===== config.mk =====
export PLATFORM = sky130hd
export DESIGN_NAME = ms_adpcm_stereo_decoder_top_flat
export DESIGN_NICKNAME = d
export VERILOG_FILES = /design/src/design/msadp_pkg.sv /design/src/design/msadp_ifs.sv /design/src/design/msadp_lane.sv /design/src/design/msadp_merge.sv /design/src/design/ms_adpcm_stereo_decoder_top.sv /design/src/flat_wrapper.sv
export SDC_FILE = /design/constraint.sdc
export NUM_CORES = 2
export LEC_CHECK = 0
export BUFFER_PORTS_ARGS = -buffer_cell sky130_fd_sc_hd__buf_2
export CORE_ASPECT_RATIO = 1.4
export CORE_MARGIN = 5
export CORE_UTILIZATION = 41
export CTS_BUF_LIST = sky130_fd_sc_hd__clkbuf_8
export DETAILED_ROUTE_END_ITERATION = 10
export GPL_TIMING_DRIVEN = 1
export PLACE_DENSITY = 0.61
export SETUP_SLACK_MARGIN = 0.15
export SLEW_MARGIN = 10
export SYNTH_ARGS = -nofsm -noshare
export SYNTH_HDL_FRONTEND = slang
export SYNTH_HIERARCHICAL = 1
export SYNTH_SLANG_ARGS = --single-unit

===== constraint.sdc =====
create_clock -name clk -period 18.6 [get_ports clk]
set_clock_uncertainty 0.15 [all_clocks]
set_input_delay 2.79 -clock clk [delete_from_list [all_inputs] [get_ports clk]]
set_output_delay 2.79 -clock clk [all_outputs]
set_load 0.1 [all_outputs]

===== src/design/msadp_pkg.sv =====
// Shared types, constants and coefficient tables of the stereo ADPCM block decoder.
package msadp_pkg;

  localparam int SAMPLE_W          = 16;
  localparam int BYTE_W            = 8;
  localparam int ALIGN_W           = 13;
  localparam int STEP_W            = 24;
  localparam int COEF_W            = 11;
  localparam int CSEL_W            = 3;
  localparam int NIB_W             = 4;
  localparam int HPOS_W            = 4;

  localparam int DEF_MAX_BLOCK_BYTES = 4096;
  localparam int HEADER_BYTES        = 14;
  localparam int ALIGN_RESET         = 2048;
  localparam int STEP_FLOOR          = 16;
  localparam int STEP_CEIL           = 8388607;
  localparam int SAMPLE_MAX          = 32767;
  localparam int SAMPLE_MIN          = -32768;
  localparam int RESULTS_MAX         = 4;

  localparam logic [CSEL_W-1:0] CSEL_MAX = 3'd6;

  localparam logic [HPOS_W-1:0] HPOS_IDX_L   = 4'd0;
  localparam logic [HPOS_W-1:0] HPOS_IDX_R   = 4'd1;
  localparam logic [HPOS_W-1:0] HPOS_STEP_L  = 4'd3;
  localparam logic [HPOS_W-1:0] HPOS_STEP_R  = 4'd5;
  localparam logic [HPOS_W-1:0] HPOS_PREV_L  = 4'd7;
  localparam logic [HPOS_W-1:0] HPOS_PREV_R  = 4'd9;
  localparam logic [HPOS_W-1:0] HPOS_OLDER_L = 4'd11;
  localparam logic [HPOS_W-1:0] HPOS_OLDER_R = 4'd13;

  typedef struct packed {
    logic                     coef_we;
    logic [CSEL_W-1:0]        coef_val;
    logic                     step_we;
    logic                     prev_we;
    logic                     older_we;
    logic [SAMPLE_W-1:0]      word;
    logic                     mul_en;
    logic [NIB_W-1:0]         nib;
    logic                     commit;
  } lane_ctl_t;

  typedef struct packed {
    logic signed [SAMPLE_W-1:0] pcm_sample;
    logic                       channel;
    logic                       last;
    logic                       block_end;
    logic                       bad_index;
  } result_t;

  function automatic logic signed [COEF_W-1:0] adapt_factor(input logic [NIB_W-1:0] nib);
    logic signed [COEF_W-1:0] f;
    unique case (nib)
      4'd4, 4'd12: f = 11'sd307;
      4'd5, 4'd11: f = 11'sd409;
      4'd6, 4'd10: f = 11'sd512;
      4'd7, 4'd9:  f = 11'sd614;
      4'd8:        f = 11'sd768;
      default:     f = 11'sd230;
    endcase
    return f;
  endfunction

  function automatic logic signed [COEF_W-1:0] coef_one(input logic [CSEL_W-1:0] idx);
    logic signed [COEF_W-1:0] c;
    unique case (idx)
      3'd0:    c = 11'sd256;
      3'd1:    c = 11'sd512;
      3'd2:    c = 11'sd0;
      3'd3:    c = 11'sd192;
      3'd4:    c = 11'sd240;
      3'd5:    c = 11'sd460;
      default: c = 11'sd392;
    endcase
    return c;
  endfunction

  function automatic logic signed [COEF_W-1:0] coef_two(input logic [CSEL_W-1:0] idx);
    logic signed [COEF_W-1:0] c;
    unique case (idx)
      3'd0:    c = 11'sd0;
      3'd1:    c = -11'sd256;
      3'd2:    c = 11'sd0;
      3'd3:    c = 11'sd64;
      3'd4:    c = 11'sd0;
      3'd5:    c = -11'sd208;
      default: c = -11'sd232;
    endcase
    return c;
  endfunction

endpackage


===== src/design/msadp_ifs.sv =====
// Valid/ready channel interfaces for byte input, sample output and configuration.
interface msadp_in_if;
  logic                             valid;
  logic                             ready;
  logic [msadp_pkg::BYTE_W-1:0]     code_byte;
  modport source (output valid, output code_byte, input ready);
  modport sink (input valid, input code_byte, output ready);
endinterface

interface msadp_out_if;
  logic                                valid;
  logic                                ready;
  logic signed [msadp_pkg::SAMPLE_W-1:0] pcm_sample;
  logic                                channel;
  logic                                last;
  logic                                block_end;
  logic                                bad_index;
  modport source (output valid, output pcm_sample, output channel, output last,
                  output block_end, output bad_index, input ready);
  modport sink (input valid, input pcm_sample, input channel, input last,
                input block_end, input bad_index, output ready);
endinterface

interface msadp_cfg_if;
  logic                              valid;
  logic                              ready;
  logic [msadp_pkg::ALIGN_W-1:0]     block_align;
  modport source (output valid, output block_align, input ready);
  modport sink (input valid, input block_align, output ready);
endinterface


===== src/design/msadp_lane.sv =====
// One channel decode lane: predictor state, registered products and commit arithmetic.
module msadp_lane (
  input  logic                                   clk,
  input  logic                                   rst_n,
  input  msadp_pkg::lane_ctl_t                   ctl,
  output logic signed [msadp_pkg::SAMPLE_W-1:0]  prev_o,
  output logic signed [msadp_pkg::SAMPLE_W-1:0]  older_o,
  output logic signed [msadp_pkg::SAMPLE_W-1:0]  pred_o
);

  logic [msadp_pkg::CSEL_W-1:0]          coef_r;
  logic signed [msadp_pkg::STEP_W-1:0]   step_r,  step_nxt;
  logic signed [msadp_pkg::SAMPLE_W-1:0] prev_r,  prev_nxt;
  logic signed [msadp_pkg::SAMPLE_W-1:0] older_r, older_nxt;

  logic signed [26:0] p1_r, p1_nxt;
  logic signed [26:0] p2_r, p2_nxt;
  logic signed [27:0] p3_r, p3_nxt;
  logic signed [34:0] p4_r, p4_nxt;

  logic signed [msadp_pkg::NIB_W-1:0]  sn;
  logic signed [msadp_pkg::COEF_W-1:0] c1, c2, fac;

  logic signed [27:0] sum12, sum_adj;
  logic signed [19:0] quo;
  logic signed [28:0] pred_full;
  logic signed [34:0] st_adj;
  logic signed [26:0] st_quo;
  logic signed [msadp_pkg::STEP_W-1:0] step_new;

  assign sn  = $signed(ctl.nib);
  assign c1  = msadp_pkg::coef_one(coef_r);
  assign c2  = msadp_pkg::coef_two(coef_r);
  assign fac = msadp_pkg::adapt_factor(ctl.nib);

  always_comb begin
    p1_nxt = p1_r;
    p2_nxt = p2_r;
    p3_nxt = p3_r;
    p4_nxt = p4_r;
    if (ctl.mul_en) begin
      p1_nxt = 27'(prev_r) * 27'(c1);
      p2_nxt = 27'(older_r) * 27'(c2);
      p3_nxt = 28'(sn) * 28'(step_r);
      p4_nxt = 35'(fac) * 35'(step_r);
    end
  end

  always_comb begin
    sum12     = 28'(p1_r) + 28'(p2_r);
    sum_adj   = sum12 + (sum12[27] ? 28'sd255 : 28'sd0);
    quo       = $signed(sum_adj[27:8]);
    pred_full = 29'(quo) + 29'(p3_r);
    if (pred_full > 29'(msadp_pkg::SAMPLE_MAX)) begin
      pred_o = 16'(msadp_pkg::SAMPLE_MAX);
    end else if (pred_full < 29'(msadp_pkg::SAMPLE_MIN)) begin
      pred_o = 16'(msadp_pkg::SAMPLE_MIN);
    end else begin
      pred_o = pred_full[15:0];
    end
    st_adj = p4_r + (p4_r[34] ? 35'sd255 : 35'sd0);
    st_quo = $signed(st_adj[34:8]);
    if (st_quo < 27'(msadp_pkg::STEP_FLOOR)) begin
      step_new = 24'(msadp_pkg::STEP_FLOOR);
    end else if (st_quo > 27'(msadp_pkg::STEP_CEIL)) begin
      step_new = 24'(msadp_pkg::STEP_CEIL);
    end else begin
      step_new = st_quo[23:0];
    end
  end

  always_comb begin
    step_nxt  = step_r;
    prev_nxt  = prev_r;
    older_nxt = older_r;
    if (ctl.commit) begin
      step_nxt  = step_new;
      prev_nxt  = pred_o;
      older_nxt = prev_r;
    end
    if (ctl.step_we) begin
      step_nxt = 24'($signed(ctl.word));
    end
    if (ctl.prev_we) begin
      prev_nxt = $signed(ctl.word);
    end
    if (ctl.older_we) begin
      older_nxt = $signed(ctl.word);
    end
  end

  always_ff @(posedge clk) begin
    if (!rst_n) begin
      coef_r  <= '0;
      step_r  <= '0;
      prev_r  <= '0;
      older_r <= '0;
    end else begin
      if (ctl.coef_we) begin
        coef_r <= ctl.coef_val;
      end
      step_r  <= step_nxt;
      prev_r  <= prev_nxt;
      older_r <= older_nxt;
    end
  end

  always_ff @(posedge clk) begin
    p1_r <= p1_nxt;
    p2_r <= p2_nxt;
    p3_r <= p3_nxt;
    p4_r <= p4_nxt;
  end

  assign prev_o  = prev_r;
  assign older_o = older_r;

endmodule


===== src/design/msadp_merge.sv =====
// Result merge stage: four-slot shift buffer that orders lane results onto the output channel.
module msadp_merge (
  input  logic                                             clk,
  input  logic                                             rst_n,
  input  logic                                             load,
  input  logic                                             four,
  input  msadp_pkg::result_t [msadp_pkg::RESULTS_MAX-1:0]  ent,
  output logic                                             can_load,
  msadp_out_if.source                                      out_ch
);

  localparam int CNT_W = $clog2(msadp_pkg::RESULTS_MAX + 1);

  msadp_pkg::result_t [msadp_pkg::RESULTS_MAX-1:0] slot_r, slot_nxt;
  logic [CNT_W-1:0] cnt_r, cnt_nxt;
  logic             fire;

  assign fire     = out_ch.valid && out_ch.ready;
  assign can_load = (cnt_r == '0) || ((cnt_r == CNT_W'(1)) && fire);

  always_comb begin
    slot_nxt = slot_r;
    cnt_nxt  = cnt_r;
    if (load) begin
      slot_nxt = ent;
      cnt_nxt  = four ? CNT_W'(msadp_pkg::RESULTS_MAX) : CNT_W'(2);
    end else if (fire) begin
      for (int i = 0; i < msadp_pkg::RESULTS_MAX - 1; i++) begin
        slot_nxt[i] = slot_r[i+1];
      end
      cnt_nxt = cnt_r - CNT_W'(1);
    end
  end

  always_ff @(posedge clk) begin
    if (!rst_n) begin
      cnt_r <= '0;
    end else begin
      cnt_r <= cnt_nxt;
    end
  end

  always_ff @(posedge clk) begin
    slot_r <= slot_nxt;
  end

  assign out_ch.valid      = (cnt_r != '0);
  assign out_ch.pcm_sample = slot_r[0].pcm_sample;
  assign out_ch.channel    = slot_r[0].channel;
  assign out_ch.last       = slot_r[0].last;
  assign out_ch.block_end  = slot_r[0].block_end;
  assign out_ch.bad_index  = slot_r[0].bad_index;

endmodule


===== src/design/ms_adpcm_stereo_decoder_top.sv =====
// Stereo ADPCM block decoder top: header parsing, two channel lanes and result merge.
// Flow: a data byte's lane products are registered, then its left and right samples go
//   to the merge buffer, offered left first; header byte 13 gives its four samples there.
// Input: no byte is taken until the lane stage has handed its byte to the merge, when the
//   lanes commit predictor state; else header bytes 0 to 12 are taken one per cycle.
// Reset: synchronous, clears each lane's predictor state and the block position, block_align to 2048.
module ms_adpcm_stereo_decoder_top #(
  parameter int MAX_BLOCK_BYTES = msadp_pkg::DEF_MAX_BLOCK_BYTES
) (
  input  logic          clk,
  input  logic          rst_n,
  msadp_in_if.sink      in_ch,
  msadp_cfg_if.sink     cfg_ch,
  msadp_out_if.source   out_ch
);

  localparam int POS_W = $clog2(MAX_BLOCK_BYTES);
  localparam int LEN_W = ($clog2(MAX_BLOCK_BYTES + 1) > msadp_pkg::ALIGN_W) ?
                         $clog2(MAX_BLOCK_BYTES + 1) : msadp_pkg::ALIGN_W;

  logic [msadp_pkg::ALIGN_W-1:0] align_r;
  logic [POS_W-1:0]              pos_r, pos_nxt;
  logic [msadp_pkg::BYTE_W-1:0]  hlow_r, hlow_nxt;
  logic                          idx_err_r, idx_err_nxt;
  logic                          s1_valid_r, s1_valid_nxt;
  logic                          s1_data_r, s1_data_nxt;
  logic                          s1_final_r, s1_final_nxt;

  logic [LEN_W-1:0]              align_ext, len_c, pos_ext;
  logic                          in_fire, is_data, is_final, bad_byte;
  logic [msadp_pkg::HPOS_W-1:0]  hdr_pos;
  logic [msadp_pkg::BYTE_W-1:0]  b;
  logic [msadp_pkg::CSEL_W-1:0]  csel;
  logic [msadp_pkg::SAMPLE_W-1:0] word;

  msadp_pkg::lane_ctl_t ctl_l, ctl_r;
  logic signed [msadp_pkg::SAMPLE_W-1:0] prev_l, older_l, pred_l;
  logic signed [msadp_pkg::SAMPLE_W-1:0] prev_rc, older_rc, pred_rc;

  msadp_pkg::result_t [msadp_pkg::RESULTS_MAX-1:0] ent;
  logic mg_can_load, mg_load;

  assign cfg_ch.ready = 1'b1;
  assign in_ch.ready  = !s1_valid_r;
  assign in_fire      = in_ch.valid && in_ch.ready;
  assign b            = in_ch.code_byte;

  assign align_ext = LEN_W'(align_r);
  assign pos_ext   = LEN_W'(pos_r);
  assign hdr_pos   = pos_r[msadp_pkg::HPOS_W-1:0];
  assign is_data   = pos_ext >= LEN_W'(msadp_pkg::HEADER_BYTES);
  assign bad_byte  = b > 8'(msadp_pkg::CSEL_MAX);
  assign csel      = bad_byte ? msadp_pkg::CSEL_MAX : b[msadp_pkg::CSEL_W-1:0];
  assign word      = {b, hlow_r};

  always_comb begin
    if (align_ext < LEN_W'(msadp_pkg::HEADER_BYTES)) begin
      len_c = LEN_W'(msadp_pkg::HEADER_BYTES);
    end else if (align_ext > LEN_W'(MAX_BLOCK_BYTES)) begin
      len_c = LEN_W'(MAX_BLOCK_BYTES);
    end else begin
      len_c = align_ext;
    end
  end

  assign is_final = (pos_ext + LEN_W'(1)) >= len_c;
  assign mg_load  = s1_valid_r && mg_can_load;

  always_comb begin
    ctl_l        = '0;
    ctl_r        = '0;
    ctl_l.word   = word;
    ctl_r.word   = word;
    ctl_l.coef_val = csel;
    ctl_r.coef_val = csel;
    ctl_l.nib    = b[7:4];
    ctl_r.nib    = b[3:0];
    hlow_nxt     = hlow_r;
    idx_err_nxt  = idx_err_r;
    pos_nxt      = pos_r;
    s1_valid_nxt = s1_valid_r && !mg_load;
    s1_data_nxt  = s1_data_r;
    s1_final_nxt = s1_final_r;

    ctl_l.commit = mg_load && s1_data_r;
    ctl_r.commit = mg_load && s1_data_r;

    if (in_fire) begin
      pos_nxt      = is_final ? '0 : POS_W'(pos_ext + LEN_W'(1));
      s1_final_nxt = is_final;
      if (is_data) begin
        ctl_l.mul_en = 1'b1;
        ctl_r.mul_en = 1'b1;
        s1_valid_nxt = 1'b1;
        s1_data_nxt  = 1'b1;
      end else begin
        unique case (hdr_pos)
          msadp_pkg::HPOS_IDX_L: begin
            idx_err_nxt   = bad_byte;
            ctl_l.coef_we = 1'b1;
          end
          msadp_pkg::HPOS_IDX_R: begin
            idx_err_nxt   = idx_err_r || bad_byte;
            ctl_r.coef_we = 1'b1;
          end
          msadp_pkg::HPOS_STEP_L:  ctl_l.step_we  = 1'b1;
          msadp_pkg::HPOS_STEP_R:  ctl_r.step_we  = 1'b1;
          msadp_pkg::HPOS_PREV_L:  ctl_l.prev_we  = 1'b1;
          msadp_pkg::HPOS_PREV_R:  ctl_r.prev_we  = 1'b1;
          msadp_pkg::HPOS_OLDER_L: ctl_l.older_we = 1'b1;
          msadp_pkg::HPOS_OLDER_R: begin
            ctl_r.older_we = 1'b1;
            s1_valid_nxt   = 1'b1;
            s1_data_nxt    = 1'b0;
          end
          default: hlow_nxt = b;
        endcase
      end
    end
  end

  always_comb begin
    if (s1_data_r) begin
      ent[0] = '{pcm_sample: pred_l,  channel: 1'b0, last: 1'b0, block_end: 1'b0,
                 bad_index: idx_err_r};
      ent[1] = '{pcm_sample: pred_rc, channel: 1'b1, last: 1'b1, block_end: s1_final_r,
                 bad_index: idx_err_r};
      ent[2] = ent[1];
      ent[3] = ent[1];
    end else begin
      ent[0] = '{pcm_sample: older_l,  channel: 1'b0, last: 1'b0, block_end: 1'b0,
                 bad_index: idx_err_r};
      ent[1] = '{pcm_sample: older_rc, channel: 1'b1, last: 1'b0, block_end: 1'b0,
                 bad_index: idx_err_r};
      ent[2] = '{pcm_sample: prev_l,   channel: 1'b0, last: 1'b0, block_end: 1'b0,
                 bad_index: idx_err_r};
      ent[3] = '{pcm_sample: prev_rc,  channel: 1'b1, last: 1'b1, block_end: s1_final_r,
                 bad_index: idx_err_r};
    end
  end

  always_ff @(posedge clk) begin
    if (!rst_n) begin
      align_r    <= msadp_pkg::ALIGN_W'(msadp_pkg::ALIGN_RESET);
      pos_r      <= '0;
      hlow_r     <= '0;
      idx_err_r  <= 1'b0;
      s1_valid_r <= 1'b0;
    end else begin
      if (cfg_ch.valid && cfg_ch.ready) begin
        align_r <= cfg_ch.block_align;
      end
      pos_r      <= pos_nxt;
      hlow_r     <= hlow_nxt;
      idx_err_r  <= idx_err_nxt;
      s1_valid_r <= s1_valid_nxt;
    end
  end

  always_ff @(posedge clk) begin
    s1_data_r  <= s1_data_nxt;
    s1_final_r <= s1_final_nxt;
  end

  msadp_lane u_lane_l (
    .clk     (clk),
    .rst_n   (rst_n),
    .ctl     (ctl_l),
    .prev_o  (prev_l),
    .older_o (older_l),
    .pred_o  (pred_l)
  );

  msadp_lane u_lane_r (
    .clk     (clk),
    .rst_n   (rst_n),
    .ctl     (ctl_r),
    .prev_o  (prev_rc),
    .older_o (older_rc),
    .pred_o  (pred_rc)
  );

  msadp_merge u_merge (
    .clk      (clk),
    .rst_n    (rst_n),
    .load     (mg_load),
    .four     (!s1_data_r),
    .ent      (ent),
    .can_load (mg_can_load),
    .out_ch   (out_ch)
  );

  a_data_enters_lanes: assert property (@(posedge clk) disable iff (!rst_n)
    in_fire && is_data |=> s1_valid_r && s1_data_r)
    else $error("data transaction did not reach the lane stage");

  a_stage_drains: assert property (@(posedge clk) disable iff (!rst_n)
    mg_load |=> !s1_valid_r)
    else $error("lane stage held after hand-over to merge");

  a_block_end_last: assert property (@(posedge clk) disable iff (!rst_n)
    out_ch.valid && out_ch.block_end |-> out_ch.last)
    else $error("block end on a result that is not the last of its byte");

  a_left_not_last: assert property (@(posedge clk) disable iff (!rst_n)
    out_ch.valid && !out_ch.channel |-> !out_ch.last)
    else $error("left sample flagged as last");

endmodule

===== src/flat_wrapper.sv =====
// flat-port wrapper written by rule: the top's interface ports become plain ports
module ms_adpcm_stereo_decoder_top_flat 
#(
  parameter int MAX_BLOCK_BYTES = msadp_pkg::DEF_MAX_BLOCK_BYTES
)
  (clk, rst_n, in_ch_valid, in_ch_code_byte, in_ch_ready, cfg_ch_valid, cfg_ch_block_align, cfg_ch_ready, out_ch_valid, out_ch_pcm_sample, out_ch_channel, out_ch_last, out_ch_block_end, out_ch_bad_index, out_ch_ready);
  msadp_in_if in_ch_i ();
  msadp_cfg_if cfg_ch_i ();
  msadp_out_if out_ch_i ();
  input  logic clk;
  input  logic rst_n;
  input wire logic [$bits(in_ch_i.valid)-1:0] in_ch_valid;
  input wire logic [$bits(in_ch_i.code_byte)-1:0] in_ch_code_byte;
  output wire logic [$bits(in_ch_i.ready)-1:0] in_ch_ready;
  input wire logic [$bits(cfg_ch_i.valid)-1:0] cfg_ch_valid;
  input wire logic [$bits(cfg_ch_i.block_align)-1:0] cfg_ch_block_align;
  output wire logic [$bits(cfg_ch_i.ready)-1:0] cfg_ch_ready;
  output wire logic [$bits(out_ch_i.valid)-1:0] out_ch_valid;
  output wire logic [$bits(out_ch_i.pcm_sample)-1:0] out_ch_pcm_sample;
  output wire logic [$bits(out_ch_i.channel)-1:0] out_ch_channel;
  output wire logic [$bits(out_ch_i.last)-1:0] out_ch_last;
  output wire logic [$bits(out_ch_i.block_end)-1:0] out_ch_block_end;
  output wire logic [$bits(out_ch_i.bad_index)-1:0] out_ch_bad_index;
  input wire logic [$bits(out_ch_i.ready)-1:0] out_ch_ready;
  assign in_ch_i.valid = in_ch_valid;
  assign in_ch_i.code_byte = in_ch_code_byte;
  assign in_ch_ready = in_ch_i.ready;
  assign cfg_ch_i.valid = cfg_ch_valid;
  assign cfg_ch_i.block_align = cfg_ch_block_align;
  assign cfg_ch_ready = cfg_ch_i.ready;
  assign out_ch_valid = out_ch_i.valid;
  assign out_ch_pcm_sample = out_ch_i.pcm_sample;
  assign out_ch_channel = out_ch_i.channel;
  assign out_ch_last = out_ch_i.last;
  assign out_ch_block_end = out_ch_i.block_end;
  assign out_ch_bad_index = out_ch_i.bad_index;
  assign out_ch_i.ready = out_ch_ready;
  ms_adpcm_stereo_decoder_top #(.MAX_BLOCK_BYTES(MAX_BLOCK_BYTES)) u_core (.clk(clk), .rst_n(rst_n), .in_ch(in_ch_i), .cfg_ch(cfg_ch_i), .out_ch(out_ch_i));
endmodule

# ---- Word level (Yosys, flattened, before mapping)
# Memory sizes are Yosys's and may differ from the RTL's.
# Index checks and enable logic that the tools add are counted.
dict set report totals {
  ff_bits 472
  mem_bits_ro 320
  inputBits 26
  output_inout_bits 23
  wordCells 188
  mem_count 2
}
dict set report op_classes {
  addsub 10
  multipliers 8
  n_lt_le_gt_ge 13
  n_eq_ne 18
  n_mux 61
  bitwise 2
  reduce_logical 30
}
# name words word_bits read_ports rd_ports_with_merged_regs write_ports line
set memory_table {}
lappend memory_table {{(name not given)} 16 10 1 0 0 msadp_pkg.sv:55} ;# unique case (nib)
lappend memory_table {{(name not given)} 16 10 1 0 0 msadp_pkg.sv:55}
# cell n
set ops {}
lappend ops {{2-to-1 mux 16 bit} 12}
lappend ops {{2-to-1 mux 24 bit} 8}
lappend ops {{2-to-1 mux 60 bit} 2}
lappend ops {{one-hot mux 10 bit (6 select lines)} 2}
lappend ops {{multiplier 16 x 11 -> 27 bit} 4}
lappend ops {{one-hot mux 11 bit (4 select lines)} 2}
lappend ops {{2-to-1 mux 80 bit} 1}
lappend ops {{adder 35 x 9 -> 35 bit} 2}
lappend ops {{multiplier 11 x 24 -> 35 bit} 2}
lappend ops {{adder 20 x 28 -> 29 bit} 2}
lappend ops {{> comparator 29 x 16 -> 1 bit (second input constant)} 2}
lappend ops {{less-than comparator 29 x 16 -> 1 bit (second input constant)} 2}
lappend ops {{adder 27 x 27 -> 28 bit} 2}
lappend ops {{adder 28 x 9 -> 28 bit} 2}
lappend ops {{multiplier 4 x 24 -> 28 bit} 2}
lappend ops {{> comparator 27 x 24 -> 1 bit (second input constant)} 2}
lappend ops {{less-than comparator 27 x 6 -> 1 bit (second input constant)} 2}
lappend ops {{2-to-1 mux 8 bit} 4}
lappend ops {{2-to-1 mux 13 bit} 2}
lappend ops {{2-to-1 mux 3 bit} 8}
lappend ops {{2-to-1 mux 1 bit} 18}
lappend ops {{nonzero test 2 bit} 9}
lappend ops {{adder 12 x 1 -> 13 bit (second input constant)} 1}
lappend ops {{greater-or-equal comparator 13 bit} 1}
lappend ops {{other kinds (25)} 48}

# ---- Longest topological paths before layout
dict set report logic_depth {
  ltp_word 10
  mapped_depth 31
  mapped_depth_nobuf 28
}

# ---- Cells and area by module
# Netlist, hierarchy kept.
# mod instances cells_each area_per_inst_um2 seq_area_each_um2
set modules_own_cells {}
lappend modules_own_cells {{msadp_lane (u_core.u_lane_r)} 1 3293 30424.2 4544.4}
lappend modules_own_cells {{msadp_lane (u_core.u_lane_l)} 1 3251 30251.5 4544.4}
lappend modules_own_cells {msadp_merge 1 188 3492.1 2462.4}
lappend modules_own_cells {ms_adpcm_stereo_decoder_top 1 390 2966.6 760.7}

# ---- Worst setup path before layout
# Ideal clock, no wire load.
dict set report synth_timing {
  path_type {input-to-reg}
  startpoint {input port in_ch_valid}
  endpoint {register u_core.u_lane_l.p1_r[10], enable pin}
  setup_ns 0.943
  arrival_time_ns 14.286
  t_required_ns 17.507
  setup_slack_ns 3.221
  stages 3
  path_buffers 1
  cell_sequence {nand2b_1 -> buf_1 -> a31oi_1}
}
# element line
set synth_lines {}
lappend synth_lines {{start, declared} flat_wrapper.sv:12} ;# input wire logic [$bits(in_ch_i.valid)-1:0] in_ch_valid;
lappend synth_lines {{end signal, assigned} msadp_lane.sv:109} ;# p1_r <= p1_nxt;
lappend synth_lines {{end, declared} msadp_lane.sv:16} ;# logic signed [26:0] p1_r, p1_nxt;

# ---- Worst setup path after layout
dict set report layout_timing {
  startpoint {input port in_ch_code_byte[7]}
  endpoint {register u_core.u_lane_l.p4_r[34], data pin}
}
dict set report layout_via {
  elab_chain_cells 2
}
# element line
set layout_rtl {}
lappend layout_rtl {{start, declared} flat_wrapper.sv:13} ;# input wire logic [$bits(in_ch_i.code_byte)-1:0] in_ch_code_byte;
lappend layout_rtl {{memory (16 x 10 bit)} -}
lappend layout_rtl {{multiplier 11 x 24 -> 35 bit} msadp_lane.sv:45} ;# p4_nxt = 35'(fac) * 35'(step_r);
lappend layout_rtl {{end signal, assigned} msadp_lane.sv:112} ;# p4_r <= p4_nxt;
lappend layout_rtl {{end, declared} msadp_lane.sv:19} ;# logic signed [34:0] p4_r, p4_nxt;
# No other way between the ends.
# A chain may end at the register's enable or synchronous reset.

==> flow_metrics.tcl <==
set metrics [dict create \
    status "finished clean" \
    cts_made_buffers 83 \
    cts.sinks 462 \
    fin_cells 9246 \
    clkLatencyLatePin_ns 0.81 \
    post_cts_buffers 0 \
    hold_buffers 0 \
    synth_edf_count 306 \
    max-cap-violations 0 \
    setup_tns_ns 0 \
    synth-seq-cells 462 \
    cts.path.max_buffers 3 \
    area_delta_synth_final_pct 5.938 \
    worstPathMaxFanout 37 \
    total_power_mw 2.613 \
    finalNetCount 8663 \
    maxSlewViolCount 0 \
    cp-start-kind "input port" \
    final_common_cell "inv_1" \
    die_area_um2 172000 \
    setup_viol 0 \
    dp_worst_setup_slack_ns 8.251 \
    synthTopCellsByArea "fa_1 26%, edfxtp_1 14%, ha_1 13%" \
    reg2reg_slack_ns 9.84 \
    critPathMaxStageDelay_ns 0.81 \
    worst_ep_arrival_time_ns 10.03 \
    port_buffers 47 \
    yosysSeqAreaShare_pct 18.34 \
    dp.cells 9088 \
    dpl.hpwl_mm 140.8 \
    cts-htree-levels 3 \
    final_area_um2 71120 \
    synth_ff_type "edfxtp_1" \
    row_count 175 \
    final.period_utilization_pct 52.16 \
    worst-path-buf-inv 6 \
    rsz0062_at_grt "no" \
    peakVddDrop_mv 0.1174 \
    clk_pin_slew_ns 0.06 \
    finish.utilization_pct 43.72 \
    tightestPinTransition_ns 1.231 \
    synth_top_cell_area_share_pct 26.48 \
    relSlewSlack_pct 17.65 \
    end_kind "flop" \
    nFillCells 15780 \
    grt_pass1_wl_mm 281.7 \
    dpl_cell_area_um2 69420 \
    grt_pass1_vias 51760 \
    wl_mm 175.5 \
    p_leak_nw 33.46 \
    pin_count 49 \
    drc 0 \
    initial_utilization_pct 41.27 \
    crit_slowest_cell "o22a_1" \
    ys_types 111 \
    antenna_found_initial 5 \
    grtUsageTotal_pct 20.44 \
    via_per_inst 5.315 \
    grt_overflow_total 0 \
    yosysTopAreaCell "fa_1" \
    hold_ws_ns 0.3092 \
    routedWlPerCell_um 18.99 \
    hold_class "flop to flop" \
    grt_max_degree 87 \
    period_needed_ns 9.702 \
    path_common_cell "fa_1" \
    cts_tree "yes" \
    drtIter0Drc 2806 \
    globalplace.congestion 0.8990 \
    required_ns 18.93 \
    mostFrequentLayoutCells "1164 x inv_1, 888 x fa_1, 700 x ha_1" \
    yosys_warnings 6 \
    synthesis.area_um2 67130 \
    hold_viol 0 \
    async_flop_share_pct 0 \
    antenna_left 0 \
    synth.avg_cell_area_um2 9.426 \
    crit_family "adder cells" \
    fmax_mhz 103.1 \
    drive_above_1_share_pct 5.703 \
    die_h_um 488.8 \
    cts_resized 0 \
    synthCells 7122 \
    fin_ws_ns 8.898 \
    powerDensity_nw_per_um2 36.74 \
    cts_root_buf "clkbuf_8" \
    chipWidth_um 352.0 \
    path_class "input port to flop" \
    num_vias 49140 \
    drt-pass1-iter-count 5 \
    coreArea_um2 162700 \
]
-- state kept, by name, summed over array words and instances, names as in the netlist, 25 cells and up --
signal,count
u_core/u_lane_l/p1_r,25
u_core/u_lane_l/p3_r,28
u_core/u_lane_l/p4_r,35
u_core/u_lane_r/p1_r,25
u_core/u_lane_r/p3_r,28
u_core/u_lane_r/p4_r,35
u_core/u_merge/slot_r,60
-- report_power, final --
part	internal [mW]	switching (mW)
Clock	0.501	0.494
Combinational	0.110	0.325
Sequential	1.16	0.0217
Total	1.77	0.840
-- synth_stat cells, types with 15 or more instances --
| library cell | instances |
|---|---|
| o22ai_1 | 66 |
| o21a_1 | 42 |
| clkbuf_1 | 218 |
| xor2_1 | 105 |
| mux2i_1 | 67 |
| o21ai_0 | 216 |
| ha_1 | 700 |
| or3_1 | 37 |
| nand2b_1 | 144 |
| nor4_1 | 17 |
| dfxtp_1 | 156 |
| and2_1 | 573 |
| nor2_1 | 320 |
| o211ai_1 | 31 |
| edfxtp_1 | 306 |
| a211oi_1 | 30 |
| buf_1 | 16 |
| a31oi_1 | 37 |
| a21oi_1 | 335 |
| and3_1 | 92 |
| nor3_1 | 80 |
| nand4_1 | 29 |
| nor3b_1 | 42 |
| o311ai_0 | 22 |
| buf_4 | 21 |
| xnor2_1 | 246 |
| nand2_1 | 408 |
| o31ai_1 | 23 |
| mux2_2 | 76 |
| a21o_1 | 93 |
| o21bai_1 | 31 |
| or2_2 | 28 |
| nand3_1 | 91 |
| a211o_1 | 15 |
| fa_1 | 888 |
| nor2b_1 | 144 |
| inv_1 | 1143 |
-- worst reg2reg max path, delay by kind of cell, from the launching register on --
family | cells | cell delay (ns)
simple gates | 10 | 2.93
mux | 3 | 0.79
compound gates | 10 | 2.87
flops | 1 | 0.39
buf+inv | 2 | 0.36
fa+ha+maj | 3 | 0.99
-- cells by family (layout without fill, tap and decap cells) --
family	after synthesis	count (layout)	share of synthesized area [%]
buf+inv	1414	1406	8.115
fa+ha+maj	1588	1588	39.53
mux	143	143	2.274
simple gates	2079	2079	16.79
flops	462	462	18.34
xor+xnor	351	351	4.579
compound gates	1083	1083	10.36
other cells	2	10	0.01119
-- final timing paths --
| path | startpoint | to | cells past startpoint |
|---|---|---|---|
| max | in_ch_code_byte[7] | u_core/u_lane_l/p4_r[34]$_DFFE_PP_ | 26 |
| min | u_core/s1_final_r$_DFFE_PP_ | u_core/u_merge/slot_r[61]$_DFFE_PP_ | 0 |
| max reg2reg | u_core/u_lane_l/p1_r[3]$_DFFE_PP_ | u_core/u_merge/out_ch.pcm_sample[14]$_DFFE_PP_ | 28 |
| min reg2reg | u_core/s1_final_r$_DFFE_PP_ | u_core/u_merge/slot_r[61]$_DFFE_PP_ | 0 |
-- per-layer routing --
metal	routed length [µm]	GRT usage [%]	vias up
met1	69010	23.71	24640
met2	93250	38.74	938
met4	7795	8.256	2
met3	5486	1.824	294
met5	8	0	-
li1	-	-	23270
-- cell type report --
class	count	area (µm²)	area share, %
multi-input cells	5251	49480	69.57
flip-flops and latches	462	12310	17.31
inverters	1145	4298	6.043
well taps	2124	2658	3.737
clock buffers	93	1280	1.800
repair buffers	106	678.2	0.9535
clock inverters	62	409.1	0.5753
diodes	3	7.507	0.01056
Note: power is estimated with default switching activity, not from simulation.
